[src/hdl/ptc_pkg.sv]
// Shared types and constants for the procedural texture color block.
`default_nettype none

package ptc_pkg;

    // Fixed-point layout of the scaled coordinate.
    localparam int FRAC_BITS   = 16;
    localparam int SCALE_BITS  = 24;
    localparam int MORTAR_BITS = 16;
    localparam int MODE_BITS   = 2;
    // Product bits that matter: 16 fraction bits dropped by flooring,
    // 16 kept fraction bits and the low integer bit.
    localparam int PROD_BITS   = 2 * FRAC_BITS + 1;

    localparam logic [FRAC_BITS-1:0] HALF_Q16 = 16'h8000;

    // Texture modes; the unused code behaves as uniform.
    localparam logic [MODE_BITS-1:0] MODE_UNIFORM = 2'd0;
    localparam logic [MODE_BITS-1:0] MODE_CHECKER = 2'd1;
    localparam logic [MODE_BITS-1:0] MODE_BRICK   = 2'd2;

    // Configuration register indexes.
    localparam int CFG_INDEX_BITS = 3;
    localparam logic [CFG_INDEX_BITS-1:0] REG_MODE   = 3'd0;
    localparam logic [CFG_INDEX_BITS-1:0] REG_COLOR_A = 3'd1;
    localparam logic [CFG_INDEX_BITS-1:0] REG_COLOR_B = 3'd2;
    localparam logic [CFG_INDEX_BITS-1:0] REG_SCALE  = 3'd3;
    localparam logic [CFG_INDEX_BITS-1:0] REG_MORTAR = 3'd4;

    localparam logic [SCALE_BITS-1:0] SCALE_RESET = 24'h010000;

    // One scaled coordinate: low bit of the truncated integer part and
    // the floor-fraction.
    typedef struct packed {
        logic                 int_bit;
        logic [FRAC_BITS-1:0] frac;
    } t_scaled;

endpackage

`default_nettype wire

[src/hdl/ptc_scale.sv]
// Two-stage coordinate scaler: multiply, then truncation parity and fraction.
`default_nettype none

module ptc_scale #(
    parameter int COORD_BITS = 32
) (
    input  wire logic                                i_clk,
    input  wire logic signed [COORD_BITS-1:0]        i_coord,
    input  wire logic [ptc_pkg::SCALE_BITS-1:0]      i_scale,
    output ptc_pkg::t_scaled                         o_scaled
);

    localparam int PB = ptc_pkg::PROD_BITS;
    localparam int FB = ptc_pkg::FRAC_BITS;

    logic [PB-1:0]    w_ext;
    logic [PB-1:0]    n_prod;
    logic [PB-1:0]    r_prod;
    logic             r_neg;
    logic             r_scale_nz;
    ptc_pkg::t_scaled n_scaled;
    ptc_pkg::t_scaled r_scaled;

    // Only the product modulo 2^33 is needed, so the coordinate is
    // sign-extended or truncated to that width.
    assign w_ext  = PB'(i_coord);
    assign n_prod = w_ext * PB'(i_scale);

    always_ff @(posedge i_clk) begin
        r_prod     <= n_prod;
        r_neg      <= i_coord[COORD_BITS-1];
        r_scale_nz <= (i_scale != '0);
    end

    // A negative value with a nonzero fraction truncates one above its
    // floor, which flips the low integer bit.
    always_comb begin
        n_scaled.frac    = r_prod[2*FB-1:FB];
        n_scaled.int_bit = r_prod[2*FB]
                         ^ (r_neg & r_scale_nz & (r_prod[2*FB-1:FB] != '0));
    end

    always_ff @(posedge i_clk) begin
        r_scaled <= n_scaled;
    end

    assign o_scaled = r_scaled;

endmodule

`default_nettype wire

[src/hdl/procedural_texture_color.sv]
// Top level of the procedural texture color pipeline.
`default_nettype none

// Procedural texture color.
//
// A request carries one surface point (i_px, i_py, i_pz, signed Q16.16) and
// is taken at a rising edge where start is high and busy is low. Every
// request gives exactly one color (o_red, o_green, o_blue), shown for one
// cycle with o_strobe high. The receiver cannot hold results off.
//
// The datapath is a five-register pipeline: input register, coordinate
// multiply, truncation parity and fraction, texture decision, and output
// color register. o_strobe is high while the result sits in the output
// color register. One request can be taken in every cycle, so the
// throughput is one point per clock; the multiply stage sets the critical
// path.
//
// Configuration goes through its own channel (i_cfg_valid, o_cfg_ready,
// i_cfg_index, i_cfg_data) and must only be written while no request is in
// flight. Writes to indexes past the register list are dropped.
//
// Reset (synchronous, active low) clears the valid bits, restores the
// register defaults (uniform mode, black colors, unit scale, zero mortar)
// and holds busy high and o_cfg_ready low until the cycle after reset ends.

module procedural_texture_color #(
    parameter int CHANNEL_BITS = 16,
    parameter int COORD_BITS   = 32
) (
    input  wire logic                                  i_clk,
    input  wire logic                                  i_rst_n,
    // Request channel.
    input  wire logic                                  start,
    output logic                                       busy,
    input  wire logic signed [COORD_BITS-1:0]          i_px,
    input  wire logic signed [COORD_BITS-1:0]          i_py,
    input  wire logic signed [COORD_BITS-1:0]          i_pz,
    // Result channel.
    output logic                                       o_strobe,
    output logic [CHANNEL_BITS-1:0]                    o_red,
    output logic [CHANNEL_BITS-1:0]                    o_green,
    output logic [CHANNEL_BITS-1:0]                    o_blue,
    // Configuration channel.
    input  wire logic                                  i_cfg_valid,
    output logic                                       o_cfg_ready,
    input  wire logic [ptc_pkg::CFG_INDEX_BITS-1:0]    i_cfg_index,
    input  wire logic [3*CHANNEL_BITS-1:0]             i_cfg_data
);

    localparam int CB = 3 * CHANNEL_BITS;
    localparam int FB = ptc_pkg::FRAC_BITS;

    // Configuration registers.
    logic                               r_ready;
    logic [ptc_pkg::MODE_BITS-1:0]      r_mode;
    logic [CB-1:0]                      r_color_a;
    logic [CB-1:0]                      r_color_b;
    logic [ptc_pkg::SCALE_BITS-1:0]     r_scale;
    logic [ptc_pkg::MORTAR_BITS-1:0]    r_mortar;
    logic                               w_cfg_wr;

    // Pipeline.
    logic                               w_accept;
    logic                               r_s1_vld;
    logic signed [COORD_BITS-1:0]       r_s1_px;
    logic signed [COORD_BITS-1:0]       r_s1_py;
    logic signed [COORD_BITS-1:0]       r_s1_pz;
    logic                               r_s2_vld;
    logic                               r_s3_vld;
    ptc_pkg::t_scaled                   w_sx;
    ptc_pkg::t_scaled                   w_sy;
    ptc_pkg::t_scaled                   w_sz;
    logic [FB-1:0]                      w_fy;
    logic                               n_pick_b;
    logic                               r_s4_vld;
    logic                               r_s4_pick_b;
    logic [CB-1:0]                      w_color;
    logic                               r_out_vld;
    logic [CB-1:0]                      r_out_color;

    // Both channels open in the cycle after reset is released.
    always_ff @(posedge i_clk) begin
        if (!i_rst_n) begin
            r_ready <= 1'b0;
        end else begin
            r_ready <= 1'b1;
        end
    end

    assign busy        = ~r_ready;
    assign o_cfg_ready = r_ready;
    assign w_accept    = start & r_ready;
    assign w_cfg_wr    = i_cfg_valid & r_ready;

    // Register file decode.
    always_ff @(posedge i_clk) begin
        if (!i_rst_n) begin
            r_mode    <= ptc_pkg::MODE_UNIFORM;
            r_color_a <= '0;
            r_color_b <= '0;
            r_scale   <= ptc_pkg::SCALE_RESET;
            r_mortar  <= '0;
        end else if (w_cfg_wr) begin
            unique case (i_cfg_index)
                ptc_pkg::REG_MODE:    r_mode    <= i_cfg_data[ptc_pkg::MODE_BITS-1:0];
                ptc_pkg::REG_COLOR_A: r_color_a <= i_cfg_data;
                ptc_pkg::REG_COLOR_B: r_color_b <= i_cfg_data;
                ptc_pkg::REG_SCALE:   r_scale   <= i_cfg_data[ptc_pkg::SCALE_BITS-1:0];
                ptc_pkg::REG_MORTAR:  r_mortar  <= i_cfg_data[ptc_pkg::MORTAR_BITS-1:0];
                default: begin
                end
            endcase
        end
    end

    // Valid bits travel alongside the datapath stages.
    always_ff @(posedge i_clk) begin
        if (!i_rst_n) begin
            r_s1_vld  <= 1'b0;
            r_s2_vld  <= 1'b0;
            r_s3_vld  <= 1'b0;
            r_s4_vld  <= 1'b0;
            r_out_vld <= 1'b0;
        end else begin
            r_s1_vld  <= w_accept;
            r_s2_vld  <= r_s1_vld;
            r_s3_vld  <= r_s2_vld;
            r_s4_vld  <= r_s3_vld;
            r_out_vld <= r_s4_vld;
        end
    end

    // Stage 1: capture the point.
    always_ff @(posedge i_clk) begin
        if (w_accept) begin
            r_s1_px <= i_px;
            r_s1_py <= i_py;
            r_s1_pz <= i_pz;
        end
    end

    // Stages 2 and 3: one scaler per axis.
    ptc_scale #(.COORD_BITS(COORD_BITS)) u_scale_x (
        .i_clk    (i_clk),
        .i_coord  (r_s1_px),
        .i_scale  (r_scale),
        .o_scaled (w_sx)
    );

    ptc_scale #(.COORD_BITS(COORD_BITS)) u_scale_y (
        .i_clk    (i_clk),
        .i_coord  (r_s1_py),
        .i_scale  (r_scale),
        .o_scaled (w_sy)
    );

    ptc_scale #(.COORD_BITS(COORD_BITS)) u_scale_z (
        .i_clk    (i_clk),
        .i_coord  (r_s1_pz),
        .i_scale  (r_scale),
        .o_scaled (w_sz)
    );

    // Stage 4: texture decision. In brick mode, odd rows shift y by half a
    // brick before the mortar test.
    assign w_fy = w_sx.int_bit ? (w_sy.frac - ptc_pkg::HALF_Q16) : w_sy.frac;

    always_comb begin
        n_pick_b = 1'b0;
        if (r_mode == ptc_pkg::MODE_CHECKER) begin
            n_pick_b = w_sx.int_bit ^ w_sy.int_bit ^ w_sz.int_bit;
        end else if (r_mode == ptc_pkg::MODE_BRICK) begin
            n_pick_b = (w_sx.frac < r_mortar) | (w_fy < r_mortar);
        end
    end

    always_ff @(posedge i_clk) begin
        r_s4_pick_b <= n_pick_b;
    end

    // Stage 5: output color register.
    assign w_color = r_s4_pick_b ? r_color_b : r_color_a;

    always_ff @(posedge i_clk) begin
        r_out_color <= w_color;
    end

    assign o_strobe = r_out_vld;
    assign o_red    = r_out_color[CHANNEL_BITS-1:0];
    assign o_green  = r_out_color[2*CHANNEL_BITS-1:CHANNEL_BITS];
    assign o_blue   = r_out_color[3*CHANNEL_BITS-1:2*CHANNEL_BITS];

endmodule

`default_nettype wire

[config.mk]
export PLATFORM = sky130hd
export DESIGN_NAME = procedural_texture_color
export DESIGN_NICKNAME = d
export VERILOG_FILES = /design/src/hdl/ptc_pkg.sv /design/src/hdl/ptc_scale.sv /design/src/hdl/procedural_texture_color.sv
export SDC_FILE = /design/constraint.sdc
export NUM_CORES = 2
export LEC_CHECK = 0
export BUFFER_PORTS_ARGS = -buffer_cell sky130_fd_sc_hd__buf_2
export CORE_UTILIZATION = 40
export CTS_BUF_LIST = sky130_fd_sc_hd__clkbuf_8
export DETAILED_ROUTE_END_ITERATION = 16
export PLACE_DENSITY = 0.55
export SLEW_MARGIN = 25
export SYNTH_ARGS = -nofsm -noshare
export SYNTH_HDL_FRONTEND = slang
export SYNTH_SLANG_ARGS = --single-unit
[constraint.sdc]
create_clock -name i_clk -period 11.4 [get_ports i_clk]
set_input_delay 1.14 -clock i_clk [delete_from_list [all_inputs] [get_ports i_clk]]
set_output_delay 1.14 -clock i_clk [all_outputs]
set_load 0.01 [all_outputs]
==> results.tsv <==
stage	metric	value	unit
outcome	status	finished, final reports clean	
job	MaxCap Viol Count	0	
cts	# hold bufs at CTS	0	
cts	Max Root-Sink Buffers	3	
yosys	area share of the largest cell type after synthesis	42.6	%
power	P_leak	29.9	nW
worst_hold_path	Hold Path Depth	0	
timing	setup TNS	0	ps
critical_path	worst-path fanout max	49	
critical_path	Arrival @ worst endpoint	8560	ps
floorplan	core box area	143000	sq um
timing	Slew HR	27.4	%
power	Max VDD drop	0.116	mV
yosys	Post-synth top flop	dfxtp_1	
yosys	ranking of synthesized cells by area	fa_1, and2_1, dfxtp_1	
cts	Inserted Clock Buffers	75	
critical_path	worst r2r path cells	24	
yosys	async set-or-reset flop fraction in the synthesized netlist	0	%
route	Via density	4.91	
cts	clk sink count	379	
yosys	sequential fraction of the synthesis area	14.8	%
floorplan	Initial Utilization	40.3	%
place	I/O Buffers	201	
route	total wire length	166000	um
power	P_sw	0.00148	W
route	highest layer used for signal routing	met5	
floorplan	IO Count	202	
timing	# setup viols final	0	
timing	Final Critical Period	7910	ps
yosys	Post-synth EDFFs	96	
timing	fin crit share	69.3	%
critical_path	critical path capture point type	flip-flop	
power	switching share of power	34.0	%
finish	fill count	14200	
finish	P&R area growth vs syn	7.97	%
critical_path	CP Class	flip-flop to flip-flop	
yosys	Cells after Synth	6199	
cts	CTS tree	done	
floorplan	Die ar.	146000	sq um
critical_path	CP Launch Type	flip-flop	
route	Routed Antenna Nets	0	
critical_path	CP Data Required Time	12060	ps
critical_path	register-to-register setup slack	3500	ps
timing	measured slew at the worst slew-check pin	1090	ps
cts	setup bufs post-CTS	0	
timing	unrepaired setup endpoints after global routing	no	
finish	share of cells above drive strength 1	7.85	%
yosys	Synthesized Nets	7874	
global_route	antenna violations before repair	13	
yosys	biggest area consumer among synthesized cells	fa_1	
floorplan	Die H	382	um
cts	htree depth	3	
place	RD Place Congestion	0.836	
place	placed cell area	60600	sq um
global_route	global-route wire length before repair	262000	um
route	detailed-route DRC error count	0	
place	dpl cells	8053	
yosys	post-synthesis cell type count	62	
finish	most common cell after layout, fill and taps aside	inv_1	
timing	fmax	127	MHz
cts	clk slew on worst S/H paths	80	ps
route	total iterations of the first detailed-routing run	6	
global_route	largest net degree at the start of global routing	96	
route	Vias	40200	
finish	most frequent cells in the layout	inv_1, fa_1, nand2_1	
finish	Design Area, Final	62400	sq um
power	pwr dens	69.6	nW/um^2
route	met3 wire length	9900	um
power	internal power	0.00287	W
yosys	Mean Syn Cell Area	9.32	sq um
global_route	vias in the first global route	44400	
global_route	Tot GR Track Use	23.6	%
finish	Finished Layout Cells	8198	
yosys	YS warnings	0	
timing	Worst Skew	61.5	ps
power	Sequential Power Share	38.6	%
yosys	#FFs+latches synth	379	
route	1st-iter DRT viols	2115	
floorplan	Die Wd	382	um
timing	Fin. Hold Viols	0	
power	power share of the clock group	37.4	%
timing	max-slew violation count	0	
cts	post-CTS sizing	0	
route	routed wl met2	79900	um
cts	Clock Tree Root	clkbuf_8	
route	Routed WL per cell	20.3	um
global_route	total congestion overflow	0	
yosys	synthesized area	57800	sq um
finish	final net count	7904	
route	M1 WL	71400	um
power	Pwr Total	0.00435	W
place	post-DP HPWL	119000	um
power	combinational share of power	24.0	%
worst_hold_path	Hold Path Class	flip-flop to flip-flop	
floorplan	num rows	139	
cts	Clk Latency, worst-skew pair	800	ps
finish	Layout Utilization	43.5	%
==> sequential cells by signal, indices dropped and copies added, names as in the netlist, 24 cells and up <==
register,cells
r_color_a,48
r_s1_pz,32
r_out_color,48
r_scale,24
r_color_b,48
r_s1_py,32
r_s1_px,32
==> cell type report <==
class | instances | area [sq um] | share of cell area, %
well taps | 1903 | 2380 | 3.81
multi-input cells | 4030 | 42600 | 68.2
flip-flops and latches | 379 | 8590 | 13.8
clock buffers | 92 | 1270 | 2.03
diodes | 4 | 10.0 | 0.0160
inverters | 1455 | 5460 | 8.75
repair buffers | 288 | 1690 | 2.70
clock inverters | 47 | 458 | 0.734
==> path summary, 6_finish.rpt <==
| kind | end | start |
|---|---|---|
| worst max-delay path | u_scale_z.r_prod[28] | r_scale[6] |
| worst max register to register | u_scale_z.r_prod[28] | r_scale[6] |
| worst min-delay path | u_scale_y.o_scaled[1] | u_scale_y.r_prod[17] |
| worst min register to register | u_scale_y.o_scaled[1] | u_scale_y.r_prod[17] |
==> worst max-delay path, stage by stage (launching register included) <==
cell,delay [ps]
dfxtp_2,780
buf_4,660
nand2_1,170
fa_1,570
inv_1,50
fa_1,500
inv_1,50
fa_1,470
inv_1,50
fa_1,370
inv_1,70
fa_1,440
fa_1,510
fa_1,490
inv_1,40
ha_1,300
and2_1,170
a211oi_1,330
nand3_1,240
o211ai_2,280
a21boi_2,140
o21a_1,210
or2_4,240
and4_4,180
or3_1,350
==> logic make-up (layout without fill, tap and decap cells) <==
family | count (synthesis) | after routing | synth area share, %
muxes | 48 | 48 | 0.935
DFF | 379 | 379 | 14.8
xor gates and xnor gates | 183 | 183 | 2.77
other | 0 | 4 | 0
buffers and inverters | 1790 | 1882 | 11.6
and+or+nand+nor | 1987 | 1987 | 17.3
AOI/OAI and AO/OA | 288 | 288 | 3.59
adders and majority gates | 1524 | 1524 | 49.0
==> power by group through the flow <==
stage               combinational (W)  clock (W)  sequential [W]
floorplan                    0.000735          0         0.00161
global placement              0.00103          0         0.00170
detailed placement            0.00105          0         0.00170
CTS                           0.00106    0.00169         0.00167
global route                  0.00120    0.00174         0.00169
finish                        0.00104    0.00163         0.00168
==> metrics by stage <==
stage / worst slack, ps / hold WS, ps
after CTS: 3500 / 352
after global placement: 3630 / 345
final: 3500 / 349
after floorplan: 4570 / 331
after detailed placement: 3490 / 341
after global routing: 3130 / 360
==> Yosys cell counts, drive strengths merged, types with 5 or more instances <==
cell and instances:
fa 1230, nor4 18, o211ai 6, a21o 30, o21ai 24, o21bai 7
nor2 37, inv 1455, a211oi 7, a21boi 138, o21a 7, and3 5
nand3 17, buf 12, clkbuf 323, a21oi 45, nor2b 12, nand4 15
xor2 41, and4 7, nor3 13, and2 913, xnor2 142, ha 294
edfxtp 96, dfxtp 283, mux2 48, nand2 932
==> routing by layer <==
layer / GRT usage, % / up-vias
li1: - / 17900
met1: 31.2 / 21000
met2: 40.0 / 1159
met3: 3.44 / 241
met4: 7.37 / 4
met5: 0 / -
Note: power is estimated with default switching activity, not from simulation.
